## src/hw/rtl/mmrs_pkg.sv

```systemverilog
// ----------------------------------------------------------------------------
// mmrs_pkg
// Types, register indexes and constants shared by the region scanner.
// ----------------------------------------------------------------------------
package mmrs_pkg;

    localparam int unsigned ADDR_W = 64;
    localparam int unsigned TYPE_W = 8;

    localparam logic [TYPE_W-1:0] AVAILABLE_TYPE_DEFAULT = 8'd1;

    localparam int unsigned CFG_INDEX_W = 2;

    localparam logic [CFG_INDEX_W-1:0] CFG_WINDOW_LOW  = 2'd0;
    localparam logic [CFG_INDEX_W-1:0] CFG_WINDOW_HIGH = 2'd1;
    localparam logic [CFG_INDEX_W-1:0] CFG_MIN_SIZE    = 2'd2;

    localparam logic [ADDR_W-1:0] WINDOW_LOW_RESET  = '0;
    localparam logic [ADDR_W-1:0] WINDOW_HIGH_RESET = '1;
    localparam logic [ADDR_W-1:0] MIN_SIZE_RESET    = '0;

    typedef struct packed {
        logic [ADDR_W-1:0] region_base;
        logic [ADDR_W-1:0] region_length;
        logic [TYPE_W-1:0] region_type;
        logic              last_entry;
    } entry_t;

    typedef struct packed {
        logic [ADDR_W-1:0] highest_end;
        logic [ADDR_W-1:0] total_available;
        logic [ADDR_W-1:0] largest_base;
        logic [ADDR_W-1:0] largest_length;
        logic              largest_found;
        logic [ADDR_W-1:0] fit_base;
        logic [ADDR_W-1:0] fit_length;
        logic              fit_found;
    } result_t;

    typedef struct packed {
        logic [ADDR_W-1:0] window_low;
        logic [ADDR_W-1:0] window_high;
        logic [ADDR_W-1:0] min_size;
    } cfg_t;

    typedef struct packed {
        logic [ADDR_W-1:0] base;
        logic [ADDR_W-1:0] length;
        logic [ADDR_W-1:0] end_addr;
        logic              avail;
        logic              last;
    } stage_t;

    typedef struct packed {
        logic [ADDR_W-1:0] base;
        logic [ADDR_W-1:0] length;
        logic [ADDR_W-1:0] end_addr;
        logic [ADDR_W-1:0] clip_start;
        logic [ADDR_W-1:0] clip_end;
        logic              hit;
        logic              avail;
        logic              last;
    } clip_t;

endpackage

```

## src/hw/rtl/mmrs_cfg_regs.sv

```systemverilog
// ----------------------------------------------------------------------------
// mmrs_cfg_regs
// Window and minimum size registers, loaded through a plain write port.
// ----------------------------------------------------------------------------
module mmrs_cfg_regs
(
    input  logic                                clk,
    input  logic                                rst_n,
    input  logic                                cfg_write,
    input  logic [mmrs_pkg::CFG_INDEX_W-1:0]    cfg_index,
    input  logic [mmrs_pkg::ADDR_W-1:0]         cfg_data,
    output mmrs_pkg::cfg_t                      cfg
);

    mmrs_pkg::cfg_t cfg_reg;
    mmrs_pkg::cfg_t cfg_next;

    always_comb
    begin
        cfg_next = cfg_reg;
        if (cfg_write)
        begin
            case (cfg_index)
                mmrs_pkg::CFG_WINDOW_LOW:  cfg_next.window_low  = cfg_data;
                mmrs_pkg::CFG_WINDOW_HIGH: cfg_next.window_high = cfg_data;
                mmrs_pkg::CFG_MIN_SIZE:    cfg_next.min_size    = cfg_data;
                default:                   cfg_next = cfg_reg;
            endcase
        end
    end

    always_ff @(posedge clk or negedge rst_n)
    begin
        if (!rst_n)
        begin
            cfg_reg.window_low  <= mmrs_pkg::WINDOW_LOW_RESET;
            cfg_reg.window_high <= mmrs_pkg::WINDOW_HIGH_RESET;
            cfg_reg.min_size    <= mmrs_pkg::MIN_SIZE_RESET;
        end
        else
        begin
            cfg_reg <= cfg_next;
        end
    end

    assign cfg = cfg_reg;

endmodule

```

## src/hw/rtl/mmrs_front.sv

```systemverilog
// ----------------------------------------------------------------------------
// mmrs_front
// Input register with region end, then window clipping register.
// ----------------------------------------------------------------------------
module mmrs_front
#(
    parameter logic [mmrs_pkg::TYPE_W-1:0] AVAILABLE_TYPE = mmrs_pkg::AVAILABLE_TYPE_DEFAULT
)
(
    input  logic                clk,
    input  logic                rst_n,
    input  mmrs_pkg::cfg_t      cfg,
    input  logic                in_valid,
    output logic                in_ready,
    input  mmrs_pkg::entry_t    in_data,
    output logic                clip_valid,
    input  logic                clip_ready,
    output mmrs_pkg::clip_t     clip
);

    logic                stage_valid_reg;
    mmrs_pkg::stage_t    stage_reg;
    mmrs_pkg::stage_t    stage_next;
    logic                clip_valid_reg;
    mmrs_pkg::clip_t     clip_reg;
    mmrs_pkg::clip_t     clip_next;
    logic                stage_load;
    logic                clip_load;

    assign clip_load  = !clip_valid_reg || clip_ready;
    assign stage_load = !stage_valid_reg || clip_load;
    assign in_ready   = stage_load;

    always_comb
    begin
        stage_next.base     = in_data.region_base;
        stage_next.length   = in_data.region_length;
        stage_next.end_addr = in_data.region_base + in_data.region_length;
        stage_next.avail    = (in_data.region_type == AVAILABLE_TYPE);
        stage_next.last     = in_data.last_entry;
    end

    always_comb
    begin
        clip_next.base       = stage_reg.base;
        clip_next.length     = stage_reg.length;
        clip_next.end_addr   = stage_reg.end_addr;
        clip_next.avail      = stage_reg.avail;
        clip_next.last       = stage_reg.last;
        clip_next.hit        = !((stage_reg.end_addr <= cfg.window_low)
                                 || (stage_reg.base >= cfg.window_high));
        clip_next.clip_start = (stage_reg.base > cfg.window_low) ? stage_reg.base
                                                                 : cfg.window_low;
        clip_next.clip_end   = (stage_reg.end_addr < cfg.window_high)
                               ? stage_reg.end_addr : cfg.window_high;
    end

    always_ff @(posedge clk or negedge rst_n)
    begin
        if (!rst_n)
        begin
            stage_valid_reg <= 1'b0;
            clip_valid_reg  <= 1'b0;
        end
        else
        begin
            if (stage_load)
            begin
                stage_valid_reg <= in_valid;
            end
            if (clip_load)
            begin
                clip_valid_reg <= stage_valid_reg;
            end
        end
    end

    always_ff @(posedge clk)
    begin
        if (stage_load && in_valid)
        begin
            stage_reg <= stage_next;
        end
        if (clip_load && stage_valid_reg)
        begin
            clip_reg <= clip_next;
        end
    end

    assign clip_valid = clip_valid_reg;
    assign clip       = clip_reg;

endmodule

```

## src/hw/rtl/mmrs_accum.sv

```systemverilog
// ----------------------------------------------------------------------------
// mmrs_accum
// Running summaries and result register; clears on the last entry.
// ----------------------------------------------------------------------------
module mmrs_accum
(
    input  logic                clk,
    input  logic                rst_n,
    input  mmrs_pkg::cfg_t      cfg,
    input  logic                clip_valid,
    output logic                clip_ready,
    input  mmrs_pkg::clip_t     clip,
    output logic                out_valid,
    input  logic                out_ready,
    output mmrs_pkg::result_t   out_data
);

    mmrs_pkg::result_t  acc_reg;
    mmrs_pkg::result_t  acc_next;
    mmrs_pkg::result_t  upd;
    logic               out_valid_reg;
    mmrs_pkg::result_t  out_reg;
    logic               fire;
    logic               out_free;
    logic [mmrs_pkg::ADDR_W:0] clip_diff;
    logic [mmrs_pkg::ADDR_W-1:0] clip_len;
    logic               clip_pos;
    logic               fit_take;

    assign out_free   = !out_valid_reg || out_ready;
    assign clip_ready = !clip.last || out_free;
    assign fire       = clip_valid && clip_ready;

    assign clip_diff = {1'b0, clip.clip_end} - {1'b0, clip.clip_start};
    assign clip_pos  = !clip_diff[mmrs_pkg::ADDR_W] && (clip_diff != '0);
    assign clip_len  = clip_diff[mmrs_pkg::ADDR_W-1:0];
    assign fit_take  = clip.avail && clip.hit && clip_pos
                       && (clip_len >= cfg.min_size) && (clip_len > acc_reg.fit_length);

    always_comb
    begin
        upd = acc_reg;
        if (clip.end_addr > acc_reg.highest_end)
        begin
            upd.highest_end = clip.end_addr;
        end
        if (clip.avail)
        begin
            upd.total_available = acc_reg.total_available + clip.length;
            if (clip.length > acc_reg.largest_length)
            begin
                upd.largest_base   = clip.base;
                upd.largest_length = clip.length;
                upd.largest_found  = 1'b1;
            end
        end
        if (fit_take)
        begin
            upd.fit_base   = clip.clip_start;
            upd.fit_length = clip_len;
            upd.fit_found  = 1'b1;
        end
    end

    always_comb
    begin
        acc_next = acc_reg;
        if (fire)
        begin
            acc_next = clip.last ? '0 : upd;
        end
    end

    always_ff @(posedge clk or negedge rst_n)
    begin
        if (!rst_n)
        begin
            acc_reg       <= '0;
            out_valid_reg <= 1'b0;
        end
        else
        begin
            acc_reg <= acc_next;
            if (fire && clip.last)
            begin
                out_valid_reg <= 1'b1;
            end
            else if (out_ready)
            begin
                out_valid_reg <= 1'b0;
            end
        end
    end

    always_ff @(posedge clk)
    begin
        if (fire && clip.last)
        begin
            out_reg <= upd;
        end
    end

    assign out_valid = out_valid_reg;
    assign out_data  = out_reg;

endmodule

```

## src/hw/rtl/memory_map_region_scanner.sv

```systemverilog
// ----------------------------------------------------------------------------
// memory_map_region_scanner
// Scans memory map entries and reports end, total, largest and best fit.
//
//   channel   signals                            transfer
//   in        in_valid / in_ready / in_data      one map entry
//   out       out_valid / out_ready / out_data   one summary per last entry
//   cfg       cfg_write / cfg_index / cfg_data   one register write
//
// One entry per cycle, sustained unless a stalled result holds a last entry.
// A last entry passes the input register with end adder, the clip register
// and the result register. Reset clears all summaries and loads the register
// defaults. A stalled result holds only the last-entry step; others flow on.
// ----------------------------------------------------------------------------
module memory_map_region_scanner
#(
    parameter logic [mmrs_pkg::TYPE_W-1:0] AVAILABLE_TYPE = mmrs_pkg::AVAILABLE_TYPE_DEFAULT
)
(
    input  logic                                clk,
    input  logic                                rst_n,
    input  logic                                in_valid,
    output logic                                in_ready,
    input  mmrs_pkg::entry_t                    in_data,
    output logic                                out_valid,
    input  logic                                out_ready,
    output mmrs_pkg::result_t                   out_data,
    input  logic                                cfg_write,
    input  logic [mmrs_pkg::CFG_INDEX_W-1:0]    cfg_index,
    input  logic [mmrs_pkg::ADDR_W-1:0]         cfg_data
);

    mmrs_pkg::cfg_t     cfg;
    logic               clip_valid;
    logic               clip_ready;
    mmrs_pkg::clip_t    clip;

    mmrs_cfg_regs u_cfg_regs
    (
        .clk       (clk),
        .rst_n     (rst_n),
        .cfg_write (cfg_write),
        .cfg_index (cfg_index),
        .cfg_data  (cfg_data),
        .cfg       (cfg)
    );

    mmrs_front
    #(
        .AVAILABLE_TYPE (AVAILABLE_TYPE)
    )
    u_front
    (
        .clk        (clk),
        .rst_n      (rst_n),
        .cfg        (cfg),
        .in_valid   (in_valid),
        .in_ready   (in_ready),
        .in_data    (in_data),
        .clip_valid (clip_valid),
        .clip_ready (clip_ready),
        .clip       (clip)
    );

    mmrs_accum u_accum
    (
        .clk        (clk),
        .rst_n      (rst_n),
        .cfg        (cfg),
        .clip_valid (clip_valid),
        .clip_ready (clip_ready),
        .clip       (clip),
        .out_valid  (out_valid),
        .out_ready  (out_ready),
        .out_data   (out_data)
    );

endmodule
```

## config.mk

```make
export PLATFORM = sky130hd
export DESIGN_NAME = memory_map_region_scanner
export DESIGN_NICKNAME = d
export VERILOG_FILES = /design/src/hw/rtl/mmrs_pkg.sv /design/src/hw/rtl/mmrs_cfg_regs.sv /design/src/hw/rtl/mmrs_front.sv /design/src/hw/rtl/mmrs_accum.sv /design/src/hw/rtl/memory_map_region_scanner.sv
export SDC_FILE = /design/constraint.sdc
export NUM_CORES = 2
export LEC_CHECK = 0
export BUFFER_PORTS_ARGS = -buffer_cell sky130_fd_sc_hd__buf_2
export CAP_MARGIN = 15
export CELL_PAD_IN_SITES_DETAIL_PLACEMENT = 1
export CELL_PAD_IN_SITES_GLOBAL_PLACEMENT = 1
export CORE_MARGIN = 5
export CORE_UTILIZATION = 53
export CTS_CLUSTER_SIZE = 20
export DETAILED_ROUTE_END_ITERATION = 7
export PLACE_DENSITY = 0.84
export SLEW_MARGIN = 20
export SYNTH_ARGS = -nofsm -noshare
export SYNTH_HDL_FRONTEND = slang
export SYNTH_SLANG_ARGS = --single-unit
```

## constraint.sdc

```tcl
create_clock -name clk -period 53.6 [get_ports clk]
set_input_delay 10.72 -clock clk [delete_from_list [all_inputs] [get_ports clk]]
set_output_delay 10.72 -clock clk [all_outputs]
set_load 0.03 [all_outputs]
```

==> results.toml <==
[logic_synthesis]
netlist_instances = 7072
ys_seq_elements = 1484
ys_top_cells_by_area = "edfxtp_1, dfrtp_1, ha_1, mux2_2, nand2_1"
synth_area_per_cell_sq_um = 11.3
synth-async-reset-ratio_pct = 39.2
synth.yosys.warnings = 0
synth_area_sq_mm = 0.0799
yosysSeqAreaShare_pct = 52.2
synth_nets = 7984
synth.top_cell.area_share_pct = 33.9
synth_flop_cell = "edfxtp_1"
yosys.area.top_type = "edfxtp_1"
synth_edf_count = 903
ys_types = 82

[layout]
n_fill_cell = 15687
drive_gt1_share_pct = 19.1
area_delta_synth_final_pct = 12.9
final_cell_mix = "edfxtp_1, ha_1, nand2_1"
finalNonFillerCells = 9781
final_common_cell = "edfxtp_1"
utilization_pct = 60.2
nets = 8505

[sta]
final_hold_viol_count = 0
skew_ps = 31.8
fmax_ghz = 0.0448
slew_viol_final = 0
slew_headroom_pct = 15.3
worst_slew_pin_slew_ps = 1270
fin_setup_tns_ps = 0
fin_crit_ps = 22330
grt_setup_unrepaired = "no"
setup_viol = 0
period_share_pct = 41.7

[route]
vias = 62988
ant_nets = 0
wirelength_mm = 297
first_pass_iters = 6
routedWlPerCell_microns = 30.4
drt_iter0_markers = 5872
via_per_inst = 6.44
drc = 0

[grt]
met3_usage_pct = 7.80
grt_usage_pct = 36.5
grt_pass1_vias = 66062
antenna_found_initial = 52
grt.busiest_layer = "met2"
grt_max_degree = 155
gr-total-overflow = 0
grt_pass1_wl_mm = 433
grtUsageMet1_pct = 47.4
grtUsageMet2_pct = 58.3

[power]
pwr-share-seq_pct = 36.9
power_density_mw_per_mm2 = 48.3
comb_power_share_pct = 37.0
p_clk_share_pct = 26.0
p_int_mw = 2.69
power_switching_mw = 1.67
leakage_nw = 38.4
switching_share_pct = 38.3
peakVddDrop_mv = 0.0369

[worst_setup_path]
crit_slowest_cell = "nor2b_1"
critPathLaunchType = "input pin"
crit_type = "input pin to output pin"
path_cells = "buf_2, nor2b_1, nand4_1, buf_2"
cp_max_fo = 4
arrival_ps = 11610
crit_required_ps = 42880
endpoint_kind = "output pin"
cpMostUsedCell = "buf_2"
max_stage_delay_ps = 290

[place]
gp_congestion = 0.963
port_buffers = 595
dp.cells = 9445
hpwlAfterDp_mm = 219

[clocking]
worstSkewPairLatency_ps = 820
cts_tree = "yes"
htree_levels = 4
cts_resized = 0
clk_pin_slew_ps = 60
cts_made_buffers = 162
clockBufferDepth = 3
cts_num_sinks = 1484
cts_hold_buf = 0
post_cts_buffers = 0
cts-root-buf = "clkbuf_16"

[flow_run]
drv_cap = 0

[floorplanning]
num_rows = 142
die-width_microns = 398
dieArea_sq_mm = 0.159
start_util_pct = 53.3
core_sq_mm = 0.150
ioPinCount = 596
die_h_microns = 398

[worst_hold_path]
hold_path_class = "flop to flop"

[run_status]
outcome = "finished clean"
-- metrics by stage --
stage / worst slack, ps / hold slack (ps) / power [mW] / area [sq um]
CTS: 31260 / 407 / 4.33 / 90200
global route: 31220 / 421 / 4.56 / 90200
floorplan: 24820 / 400 / 2.62 / 79900
detailed placement: 31270 / 406 / 3.17 / 84900
global placement: 31400 / 401 / 3.08 / 84900
finish: 31270 / 410 / 4.36 / 90200
-- area by class of cell --
type                            count  area, sq um  share of cell area, %
Multi-Input combinational cell   4743        35000                   38.8
Tap cell                         2016         2520                   2.79
Inverter                          536         2010                   2.23
Clock buffer                      239         4660                   5.17
Sequential cell                  1484        41700                   46.2
Clock inverter                     64          633                  0.702
Antenna cell                       33         82.6                 0.0915
Timing Repair Buffer              666         3560                   3.95
-- cell usage after synthesis (all sizes together) (17+ instances only) --
library cell and n:
inv 536, nand3 144, and3 28, o21ai 542, dfrtp 517, a21oi 384, xnor2 110, o21bai 40
dfstp 64, o221ai 73, nor3 54, nand2b 73, nand4 149, a21o 238, ha 701, or2 21
nor4 26, edfxtp 903, o31ai 20, clkbuf 244, o22ai 64, and2 19, nand2 654, a211oi 27
or3 17, nor2 208, a22o 168, a22oi 132, buf 65, o211ai 24, a31oi 30, nor2b 89
mux2 441, xor2 47, o21a 42
-- worst max-delay path: cells and delay by family --
kind          cells  cell delay (ps)
simple gates      2              510
buf+inv           2              370
-- logic make-up after synthesis --
group / share of synthesized area, %
flops: 52.2
simple gates: 8.99
compound gates: 15.6
buf+inv: 4.09
mux: 6.31
fa+ha+maj: 11.0
xor+xnor: 1.72
-- worst paths after layout --
| kind | slack, ps | endpoint | depth (start not counted) | from |
|---|---|---|---|---|
| worst max-delay path | 31270 | in_ready | 4 | out_ready |
| worst min-delay path | 410 | u_front.clip[223] | 0 | u_front.clip_next[223] |
| worst max register to register | 43950 | u_accum.acc_reg[72] | 26 | u_front.clip[3] |
| worst min register to register | 410 | u_front.clip[223] | 0 | u_front.clip_next[223] |
| max in group asynchronous | 40570 | u_accum.acc_reg[56] | 4 | rst_n |
| min in group asynchronous | 9910 | u_accum.acc_reg[264] | 1 | rst_n |
-- power by group through the flow --
stage / Clock [mW] / Sequential (mW) / Combinational (mW)
5_1_grt: 1.20 / 1.62 / 1.73
4_1_cts: 1.14 / 1.60 / 1.59
3_3_place_gp: 0 / 1.60 / 1.48
6_report: 1.14 / 1.61 / 1.61
3_5_place_dp: 0 / 1.62 / 1.55
2_1_floorplan: 0 / 1.65 / 0.969
-- metal layers --
layer | share of wire, % | wire [microns]
met4 | 5.7 | 17000
met1 | 40 | 118000
met5 | 0.046 | 137
met2 | 46 | 136000
met3 | 8.7 | 25900
(Power assumes the default switching activity.)
